### config.mk
export PLATFORM = sky130hd
export DESIGN_NAME = per_app_token_gate_with_queues_flat
export DESIGN_NICKNAME = d
export VERILOG_FILES = /design/src/sv/patg_pkg.sv /design/src/sv/patg_if.sv /design/src/sv/patg_ram.sv /design/src/sv/patg_front.sv /design/src/sv/patg_back.sv /design/src/sv/per_app_token_gate_with_queues.sv /design/src/flat_wrapper.sv
export SDC_FILE = /design/constraint.sdc
export NUM_CORES = 2
export LEC_CHECK = 0
export BUFFER_PORTS_ARGS = -buffer_cell sky130_fd_sc_hd__buf_2
export CAP_MARGIN = 20
export CORE_MARGIN = 2
export CORE_UTILIZATION = 55
export CTS_CLUSTER_DIAMETER = 80
export CTS_CLUSTER_SIZE = 12
export DETAILED_ROUTE_END_ITERATION = 7
export PLACE_DENSITY = 0.83
export SYNTH_ARGS = -nofsm -noshare
export SYNTH_HDL_FRONTEND = slang
export SYNTH_SLANG_ARGS = --single-unit
### constraint.sdc
create_clock -name clk -period 4.97 [get_ports clk]
set_input_delay 0.994 -clock clk [delete_from_list [all_inputs] [get_ports clk]]
set_output_delay 0.994 -clock clk [all_outputs]
set_load 0.05 [all_outputs]
### src/sv/patg_pkg.sv
`timescale 1ns / 1ps
package patg_pkg;

  localparam int APPS        = 4;
  localparam int QUEUE_DEPTH = 16;
  localparam int TAG_BITS    = 16;
  localparam int NUM_REGS    = 4;
  localparam int CMDQ_DEPTH  = 2;

  localparam int OP_W      = 2;
  localparam int APP_ID_W  = 2;
  localparam int FIELD_TAG_W = 16;
  localparam int STATUS_W  = 3;
  localparam int LIMIT_W   = 16;
  localparam int REG_IDX_W = 2;

  localparam int APP_W   = (APPS > 1) ? $clog2(APPS) : 1;
  localparam int QPTR_W  = $clog2(QUEUE_DEPTH);
  localparam int QCNT_W  = $clog2(QUEUE_DEPTH + 1);
  localparam int QADDR_W = $clog2(APPS * QUEUE_DEPTH);
  localparam int QSTORE_DEPTH = APPS * QUEUE_DEPTH;

  localparam logic [LIMIT_W-1:0] TOKEN_LIMIT_RESET = LIMIT_W'(16);

  localparam logic [OP_W-1:0] OP_ARRIVE    = 2'd0;
  localparam logic [OP_W-1:0] OP_REPLENISH = 2'd1;
  localparam logic [OP_W-1:0] OP_DISPATCH  = 2'd2;

  localparam logic [STATUS_W-1:0] ST_PASSED      = 3'd0;
  localparam logic [STATUS_W-1:0] ST_QUEUED      = 3'd1;
  localparam logic [STATUS_W-1:0] ST_DROPPED     = 3'd2;
  localparam logic [STATUS_W-1:0] ST_REPLENISHED = 3'd3;
  localparam logic [STATUS_W-1:0] ST_NONE        = 3'd4;

  typedef logic [APP_W-1:0]    app_idx_t;
  typedef logic [TAG_BITS-1:0] tag_t;
  typedef logic [QPTR_W-1:0]   qptr_t;
  typedef logic [QCNT_W-1:0]   qcnt_t;
  typedef logic [QADDR_W-1:0]  qaddr_t;
  typedef logic [LIMIT_W-1:0]  token_t;

  typedef enum logic [2:0] {
    CMD_ARRIVE,
    CMD_REPLENISH,
    CMD_DISPATCH,
    CMD_NOP,
    CMD_DROP
  } cmd_kind_t;

  typedef struct packed {
    cmd_kind_t kind;
    app_idx_t  app;
    tag_t      tag;
  } cmd_t;

  typedef enum logic {
    BK_EXEC,
    BK_READ
  } back_state_t;

  function automatic qaddr_t queue_addr(app_idx_t app, qptr_t ptr);
    return QADDR_W'(int'(app) * QUEUE_DEPTH + int'(ptr));
  endfunction

  function automatic qptr_t ptr_inc(qptr_t ptr);
    return (int'(ptr) == QUEUE_DEPTH - 1) ? '0 : QPTR_W'(int'(ptr) + 1);
  endfunction

endpackage

### src/sv/patg_if.sv
`timescale 1ns / 1ps
interface patg_req_if import patg_pkg::*; ();
  logic                   valid;
  logic                   ready;
  logic [OP_W-1:0]        op;
  logic [APP_ID_W-1:0]    app_id;
  logic [FIELD_TAG_W-1:0] packet_tag;

  modport source (output valid, op, app_id, packet_tag, input ready);
  modport sink (input valid, op, app_id, packet_tag, output ready);
endinterface

interface patg_rsp_if import patg_pkg::*; ();
  logic                   valid;
  logic                   ready;
  logic [STATUS_W-1:0]    status;
  logic [APP_ID_W-1:0]    out_app;
  logic [FIELD_TAG_W-1:0] out_tag;

  modport source (output valid, status, out_app, out_tag, input ready);
  modport sink (input valid, status, out_app, out_tag, output ready);
endinterface

### src/sv/patg_ram.sv
`timescale 1ns / 1ps
module patg_ram #(
  parameter int WIDTH = 16,
  parameter int DEPTH = 64
) (
  input  logic                     clk,
  input  logic                     wr_en,
  input  logic [$clog2(DEPTH)-1:0] wr_addr,
  input  logic [WIDTH-1:0]         wr_data,
  input  logic                     rd_en,
  input  logic [$clog2(DEPTH)-1:0] rd_addr,
  output logic [WIDTH-1:0]         rd_data
);

  logic [WIDTH-1:0] mem [DEPTH];

  always_ff @(posedge clk) begin
    if (wr_en) begin
      mem[wr_addr] <= wr_data;
    end
    if (rd_en) begin
      rd_data <= mem[rd_addr];
    end
  end

endmodule

### src/sv/patg_front.sv
`timescale 1ns / 1ps
module patg_front import patg_pkg::*; (
  input  logic        clk,
  input  logic        rst,
  patg_req_if.sink    req,
  output logic        cmd_valid,
  output cmd_t        cmd,
  input  logic        cmd_pop
);

  cmd_t       entries [CMDQ_DEPTH];
  logic       wr_ptr;
  logic       rd_ptr;
  logic [1:0] count;
  cmd_t       classified;
  logic       push;

  // classify the incoming transaction
  always_comb begin
    classified.app = APP_W'(req.app_id);
    classified.tag = TAG_BITS'(req.packet_tag);
    case (req.op)
      OP_ARRIVE: begin
        if (int'(req.app_id) >= APPS) begin
          classified.kind = CMD_DROP;
        end else begin
          classified.kind = CMD_ARRIVE;
        end
      end
      OP_REPLENISH: classified.kind = CMD_REPLENISH;
      OP_DISPATCH:  classified.kind = CMD_DISPATCH;
      default:      classified.kind = CMD_NOP;
    endcase
  end

  assign req.ready = (int'(count) != CMDQ_DEPTH);
  assign push      = req.valid && req.ready;
  assign cmd_valid = (count != 2'd0);
  assign cmd       = entries[rd_ptr];

  always_ff @(posedge clk) begin
    if (push) begin
      entries[wr_ptr] <= classified;
    end
  end

  always_ff @(posedge clk) begin
    if (rst) begin
      wr_ptr <= 1'b0;
      rd_ptr <= 1'b0;
      count  <= 2'd0;
    end else begin
      if (push) begin
        wr_ptr <= !wr_ptr;
      end
      if (cmd_pop) begin
        rd_ptr <= !rd_ptr;
      end
      if (push && !cmd_pop) begin
        count <= count + 2'd1;
      end else if (!push && cmd_pop) begin
        count <= count - 2'd1;
      end
    end
  end

endmodule

### src/sv/patg_back.sv
`timescale 1ns / 1ps
module patg_back import patg_pkg::*; (
  input  logic                 clk,
  input  logic                 rst,
  input  logic                 cfg_wr_en,
  input  logic [REG_IDX_W-1:0] cfg_index,
  input  logic [LIMIT_W-1:0]   cfg_data,
  input  logic                 cmd_valid,
  input  cmd_t                 cmd,
  output logic                 cmd_pop,
  patg_rsp_if.source           rsp
);

  back_state_t state, state_next;
  token_t      limits [NUM_REGS];
  token_t      tokens [APPS];
  token_t      tokens_next [APPS];
  qptr_t       head [APPS];
  qptr_t       head_next [APPS];
  qptr_t       tail [APPS];
  qptr_t       tail_next [APPS];
  qcnt_t       qcount [APPS];
  qcnt_t       qcount_next [APPS];
  app_idx_t    rd_app, rd_app_next;

  logic                   rsp_valid, rsp_valid_next;
  logic [STATUS_W-1:0]    rsp_status, rsp_status_next;
  logic [APP_ID_W-1:0]    rsp_app, rsp_app_next;
  logic [FIELD_TAG_W-1:0] rsp_tag, rsp_tag_next;

  logic     out_free;
  logic     ram_wr_en;
  qaddr_t   ram_wr_addr;
  logic     ram_rd_en;
  qaddr_t   ram_rd_addr;
  tag_t     ram_rd_data;
  logic     found;
  app_idx_t sel;

  assign out_free   = !rsp_valid || rsp.ready;
  assign rsp.valid  = rsp_valid;
  assign rsp.status = rsp_status;
  assign rsp.out_app = rsp_app;
  assign rsp.out_tag = rsp_tag;

  patg_ram #(
    .WIDTH (TAG_BITS),
    .DEPTH (QSTORE_DEPTH)
  ) u_store (
    .clk     (clk),
    .wr_en   (ram_wr_en),
    .wr_addr (ram_wr_addr),
    .wr_data (cmd.tag),
    .rd_en   (ram_rd_en),
    .rd_addr (ram_rd_addr),
    .rd_data (ram_rd_data)
  );

  // first application in index order with a waiting request and a token
  always_comb begin
    found = 1'b0;
    sel   = '0;
    for (int i = APPS - 1; i >= 0; i--) begin
      if (qcount[i] != '0 && tokens[i] != '0) begin
        found = 1'b1;
        sel   = APP_W'(i);
      end
    end
  end

  always_comb begin
    state_next      = state;
    tokens_next     = tokens;
    head_next       = head;
    tail_next       = tail;
    qcount_next     = qcount;
    rd_app_next     = rd_app;
    rsp_valid_next  = rsp_valid && !rsp.ready;
    rsp_status_next = rsp_status;
    rsp_app_next    = rsp_app;
    rsp_tag_next    = rsp_tag;
    cmd_pop         = 1'b0;
    ram_wr_en       = 1'b0;
    ram_wr_addr     = queue_addr(cmd.app, tail[cmd.app]);
    ram_rd_en       = 1'b0;
    ram_rd_addr     = queue_addr(sel, head[sel]);
    case (state)
      BK_EXEC: begin
        if (cmd_valid && out_free) begin
          cmd_pop         = 1'b1;
          rsp_valid_next  = 1'b1;
          rsp_app_next    = '0;
          rsp_tag_next    = '0;
          case (cmd.kind)
            CMD_ARRIVE: begin
              if (tokens[cmd.app] != '0) begin
                tokens_next[cmd.app] = tokens[cmd.app] - token_t'(1);
                rsp_status_next      = ST_PASSED;
                rsp_app_next         = APP_ID_W'(cmd.app);
                rsp_tag_next         = FIELD_TAG_W'(cmd.tag);
              end else if (int'(qcount[cmd.app]) == QUEUE_DEPTH) begin
                rsp_status_next = ST_DROPPED;
              end else begin
                ram_wr_en            = 1'b1;
                tail_next[cmd.app]   = ptr_inc(tail[cmd.app]);
                qcount_next[cmd.app] = qcount[cmd.app] + qcnt_t'(1);
                rsp_status_next      = ST_QUEUED;
              end
            end
            CMD_REPLENISH: begin
              for (int i = 0; i < APPS; i++) begin
                tokens_next[i] = limits[i % NUM_REGS];
              end
              rsp_status_next = ST_REPLENISHED;
            end
            CMD_DISPATCH: begin
              if (found) begin
                ram_rd_en        = 1'b1;
                tokens_next[sel] = tokens[sel] - token_t'(1);
                head_next[sel]   = ptr_inc(head[sel]);
                qcount_next[sel] = qcount[sel] - qcnt_t'(1);
                rd_app_next      = sel;
                rsp_valid_next   = 1'b0;
                state_next       = BK_READ;
              end else begin
                rsp_status_next = ST_NONE;
              end
            end
            CMD_DROP: rsp_status_next = ST_DROPPED;
            default:  rsp_status_next = ST_NONE;
          endcase
        end
      end
      BK_READ: begin
        // output slot was emptied when the dispatch was taken
        rsp_valid_next  = 1'b1;
        rsp_status_next = ST_PASSED;
        rsp_app_next    = APP_ID_W'(rd_app);
        rsp_tag_next    = FIELD_TAG_W'(ram_rd_data);
        state_next      = BK_EXEC;
      end
      default: state_next = BK_EXEC;
    endcase
  end

  always_ff @(posedge clk) begin
    if (rst) begin
      state     <= BK_EXEC;
      rsp_valid <= 1'b0;
      for (int i = 0; i < NUM_REGS; i++) begin
        limits[i] <= TOKEN_LIMIT_RESET;
      end
      for (int i = 0; i < APPS; i++) begin
        tokens[i] <= TOKEN_LIMIT_RESET;
        head[i]   <= '0;
        tail[i]   <= '0;
        qcount[i] <= '0;
      end
    end else begin
      state     <= state_next;
      rsp_valid <= rsp_valid_next;
      tokens    <= tokens_next;
      head      <= head_next;
      tail      <= tail_next;
      qcount    <= qcount_next;
      if (cfg_wr_en && int'(cfg_index) < NUM_REGS) begin
        limits[cfg_index] <= cfg_data;
      end
    end
  end

  always_ff @(posedge clk) begin
    rd_app     <= rd_app_next;
    rsp_status <= rsp_status_next;
    rsp_app    <= rsp_app_next;
    rsp_tag    <= rsp_tag_next;
  end

endmodule

### src/sv/per_app_token_gate_with_queues.sv
// result registered when the accepted request executes from the command queue;
//   a dispatch that releases a queued request first reads the queue RAM in BK_READ
// one item per cycle unless the response side stalls; no command is taken in BK_READ
// a 2-entry command queue decouples the request side from execution
// reset: token counters and limits to 16, queue pointers and counts to zero;
//   queue RAM is not cleared, no clearing pass
`timescale 1ns / 1ps
module per_app_token_gate_with_queues import patg_pkg::*; (
  input  logic                 clk,
  input  logic                 rst,
  patg_req_if.sink             req,
  patg_rsp_if.source           rsp,
  input  logic                 cfg_wr_en,
  input  logic [REG_IDX_W-1:0] cfg_index,
  input  logic [LIMIT_W-1:0]   cfg_data
);

  logic cmd_valid;
  cmd_t cmd;
  logic cmd_pop;

  patg_front u_front (
    .clk       (clk),
    .rst       (rst),
    .req       (req),
    .cmd_valid (cmd_valid),
    .cmd       (cmd),
    .cmd_pop   (cmd_pop)
  );

  patg_back u_back (
    .clk       (clk),
    .rst       (rst),
    .cfg_wr_en (cfg_wr_en),
    .cfg_index (cfg_index),
    .cfg_data  (cfg_data),
    .cmd_valid (cmd_valid),
    .cmd       (cmd),
    .cmd_pop   (cmd_pop),
    .rsp       (rsp)
  );

endmodule

### src/flat_wrapper.sv
// flat-port wrapper written by rule: the top's interface ports become plain ports
module per_app_token_gate_with_queues_flat import patg_pkg::*;
  (clk, rst, cfg_wr_en, cfg_index, cfg_data, req_valid, req_op, req_app_id, req_packet_tag, req_ready, rsp_valid, rsp_status, rsp_out_app, rsp_out_tag, rsp_ready);
  patg_req_if req_i ();
  patg_rsp_if rsp_i ();
  input  logic clk;
  input  logic rst;
  input  logic cfg_wr_en;
  input  logic [REG_IDX_W-1:0] cfg_index;
  input  logic [LIMIT_W-1:0] cfg_data;
  input wire logic [$bits(req_i.valid)-1:0] req_valid;
  input wire logic [$bits(req_i.op)-1:0] req_op;
  input wire logic [$bits(req_i.app_id)-1:0] req_app_id;
  input wire logic [$bits(req_i.packet_tag)-1:0] req_packet_tag;
  output wire logic [$bits(req_i.ready)-1:0] req_ready;
  output wire logic [$bits(rsp_i.valid)-1:0] rsp_valid;
  output wire logic [$bits(rsp_i.status)-1:0] rsp_status;
  output wire logic [$bits(rsp_i.out_app)-1:0] rsp_out_app;
  output wire logic [$bits(rsp_i.out_tag)-1:0] rsp_out_tag;
  input wire logic [$bits(rsp_i.ready)-1:0] rsp_ready;
  assign req_i.valid = req_valid;
  assign req_i.op = req_op;
  assign req_i.app_id = req_app_id;
  assign req_i.packet_tag = req_packet_tag;
  assign req_ready = req_i.ready;
  assign rsp_valid = rsp_i.valid;
  assign rsp_status = rsp_i.status;
  assign rsp_out_app = rsp_i.out_app;
  assign rsp_out_tag = rsp_i.out_tag;
  assign rsp_i.ready = rsp_ready;
  per_app_token_gate_with_queues u_core (.clk(clk), .rst(rst), .req(req_i), .rsp(rsp_i), .cfg_wr_en(cfg_wr_en), .cfg_index(cfg_index), .cfg_data(cfg_data));
endmodule
==> flow_metrics.py <==
metrics = {
    "yosys": {
        "netlist_area_um2": 53800,
        "synth.net_count": 4050,
        "synth_cells": 3995,
        "syn_avg_cell_area_um2": 13.5,
        "async_reset_ff_frac": 0,
        "ys.warnings.count": 0,
        "synth-edff-count": 1167,
        "ys_types": 85,
        "ys_ff_latch": 1290,
        "seq_area_frac_synth": 0.697,
        "synth_ff_type": "edfxtp_1",
    },
    "clocking": {
        "clk_pin_slew_ps": 60,
        "cts_setup_buffers": 0,
        "cts_buffer_depth": 3,
        "ctsHtreeMaxLevel": 3,
        "cts_made_buffers": 118,
        "clock-root-buffer": "clkbuf_16",
        "cts_hold_buffers": 0,
        "cts_tree": "built",
        "clock_latency_ps": 750,
        "clkSinkCount": 1290,
        "cts-resized-gates": 1,
    },
    "power_and_ir_drop": {
        "power_leakage_nw": 19.7,
        "p_per_area_nw_per_um2": 505,
        "design_power_total_mw": 30.6,
        "ir_worst_vdd_v": 0.000354,
    },
    "timing": {
        "finalHoldViolCount": 0,
        "finalCriticalPeriod_ps": 5050,
        "setup_slack_ps": -77.9,
        "clock_skew_ps": 44.7,
        "worst_pin_slew_ps": 1130,
        "final-max-slew-violation-count": 0,
        "slew_headroom": 0.244,
        "fmax_mhz": 198,
        "period_share": 1.02,
        "setup_viol": 1,
        "rsz0062_at_grt": "true",
    },
    "place": {
        "io_buffers": 65,
        "place.gp.congestion": 1.01,
        "hpwl_mm": 107,
    },
    "finish": {
        "final_util": 0.625,
        "fillers": 6691,
        "syn_to_final_growth_pct": 12.6,
        "nets": 4260,
        "layout_commonest_cell": "edfxtp_1",
        "layout_common_cells": "edfxtp_1 (1,167), nand2_1 (679), mux2i_1 (279), buf_4 (259), nand3_1 (226)",
        "drive_above_1_share": 0.138,
    },
    "worst_setup_path": {
        "cp.required_ps": 5270,
        "worstPathArrival_ps": 5350,
        "reg2reg_depth": 12,
        "r2r_slack_ps": -80,
        "crit_path_end_kind": "register",
        "cp-startpoint": "u_core.u_back.qcount[5]",
        "critical_path_class": "register to register",
        "cp_max_fo": 21,
        "start_kind": "register",
        "timing.rr.end": "u_core.u_back.u_store.rd_data[7]",
        "crit-reg2reg-launch": "u_core.u_back.qcount[5]",
    },
    "grt": {
        "grt_pass1_wl_mm": 242,
        "overflow": 0,
        "antenna_found_initial": 6,
        "grt_pass1_vias": 36500,
        "grt_max_degree": 146,
        "grt_util_all_layers": 0.329,
    },
    "floorplan": {
        "fp.dieW_um": 317,
        "die_h_um": 317,
        "initial_core_util": 0.556,
        "dieArea_um2": 100000,
        "rows": 114,
        "io_pins": 66,
        "core_area_um2": 96900,
    },
    "drt": {
        "drt-total-wl_mm": 166,
        "drc_errors": 0,
        "via_count": 37600,
        "vias_per_cell": 6.81,
        "drt-pass1-iter-count": 7,
        "wire_per_inst_um": 30.1,
        "drt_iter0_markers": 6368,
        "ant_nets": 0,
    },
    "hold_path": {
        "whs_path_depth": 1,
        "hold_path.class": "input pin to register",
        "worstHoldStart": "req_packet_tag[1]",
        "hold-path-endpoint": "u_core.u_front.entries[0][1]",
    },
    "run": {
        "maxCapViolCount": 0,
    },
    "outcome": {
        "violations": "setup timing",
        "status": "finished with violations",
    },
}
worst max path at each step:
| stage | cells after the start | to | slack (ps) |
|---|---|---|---|
| 2_1_floorplan | 17 | u_core.u_back.u_store.mem[19][0] | -470 |
| 3_3_place_gp | 11 | u_core.u_back.u_store.mem[59][15] | 150 |
| 3_5_place_dp | 11 | u_core.u_back.u_store.mem[59][10] | 50 |
| 4_1_cts | 12 | u_core.u_back.u_store.rd_data[7] | 10 |
| 5_1_grt | 13 | u_core.u_back.u_store.rd_data[7] | -20 |
| 6_report | 12 | u_core.u_back.u_store.rd_data[7] | -80 |
through the flow:
step | area, µm² | hold slack [ps] | setup TNS (ps) | instances | setup WS, ps
after detailed placement | 57200 | 447 | 0 | 5357 | 53.4
after global routing | 60600 | 444 | -24.2 | 5517 | -24.2
after floorplan | 53900 | 433 | -23800 | 3995 | -469
final | 60600 | 451 | -77.9 | 5518 | -77.9
after global placement | 57200 | 443 | 0 | 5356 | 155
after CTS | 60500 | 436 | 0 | 5513 | 12.7
cells by family (layout without fill, tap and decap cells):
family                   after synthesis  count (layout)  synth area share
buffers and inverters                303             549            0.0243
other                                  0               1                 0
AND/OR/NAND/NOR                     1416            1416             0.120
flip-flops                          1290            1290             0.697
XOR/XNOR                              43              43           0.00700
multiplexers                         302             302            0.0616
AO/OA/AOI/OAI                        629             629            0.0875
adder cells (fa/ha/maj)               12              12           0.00279
power by group:
| part | internal (mW) | switching (mW) | leakage (nW) | total [mW] |
|---|---|---|---|---|
| combinational | 2.45 | 6.28 | 6.61 | 8.73 |
| clock | 4.32 | 3.84 | 1.57 | 8.16 |
| sequential | 13.2 | 0.466 | 11.6 | 13.7 |
cell usage after synthesis (24+ instances only):
| cell | count | area, µm² |
|---|---|---|
| o22ai_1 | 33 | 206 |
| a21oi_1 | 72 | 360 |
| nor4_1 | 24 | 150 |
| buf_2 | 88 | 440 |
| nand4_1 | 57 | 357 |
| edfxtp_1 | 1167 | 35000 |
| a22oi_1 | 29 | 218 |
| and2_1 | 77 | 482 |
| a221oi_1 | 79 | 692 |
| a221o_1 | 26 | 260 |
| a31oi_1 | 68 | 425 |
| nand3_1 | 226 | 1130 |
| inv_1 | 39 | 146 |
| nand2_1 | 681 | 2560 |
| dfxtp_1 | 123 | 2460 |
| nor3_1 | 66 | 330 |
| a32oi_1 | 97 | 850 |
| nor2_1 | 181 | 679 |
| o21ai_0 | 70 | 350 |
| xnor2_1 | 27 | 236 |
| clkbuf_1 | 142 | 533 |
| mux2i_1 | 280 | 2800 |
registers in the layout (all words and copies together) (netlist names), named ones only:
register,count
u_core.u_back.head,16
u_core.u_back.limits,64
u_core.u_back.qcount,20
u_core.u_back.rd_app,2
u_core.u_back.rsp.out_app,2
u_core.u_back.rsp.out_tag,16
u_core.u_back.rsp.status,3
u_core.u_back.rsp.valid,1
u_core.u_back.state,1
u_core.u_back.tail,16
u_core.u_back.tokens,64
u_core.u_back.u_store.mem,1024
u_core.u_back.u_store.rd_data,16
u_core.u_front.count,2
u_core.u_front.entries,40
u_core.u_front.rd_ptr,1
u_core.u_front.wr_ptr,1
area by class of cell:
type / count / area, µm² / area share
antenna: 1 / 2.50 / 0.0000413
clock buffer: 147 / 3090 / 0.0511
clock inverter: 9 / 158 / 0.00260
inverter: 40 / 158 / 0.00260
multi-input combinational: 2402 / 15200 / 0.251
sequential: 1290 / 37500 / 0.619
tap: 1276 / 1600 / 0.0264
timing repair buffer: 353 / 2860 / 0.0473
per-layer routing:
metal,up-vias,wire length [µm],global-route usage
met4,8,12000,0.199
met2,3024,77200,0.521
met1,18200,56500,0.416
met3,609,20300,0.0726
li1,15700,-,-
met5,-,57,0
worst max-delay path: stages, from the launching register on:
cell      delay (ps)
dfxtp_1          360
or4_1            580
or2_1            410
a222oi_1         520
or2_2            260
buf_4            330
a32oi_1          240
nand2_2          310
buf_4            270
a221oi_1         110
nand3_1          230
nand4_1          360
nand4b_1         620
Note: power is estimated with default switching activity, not from simulation.
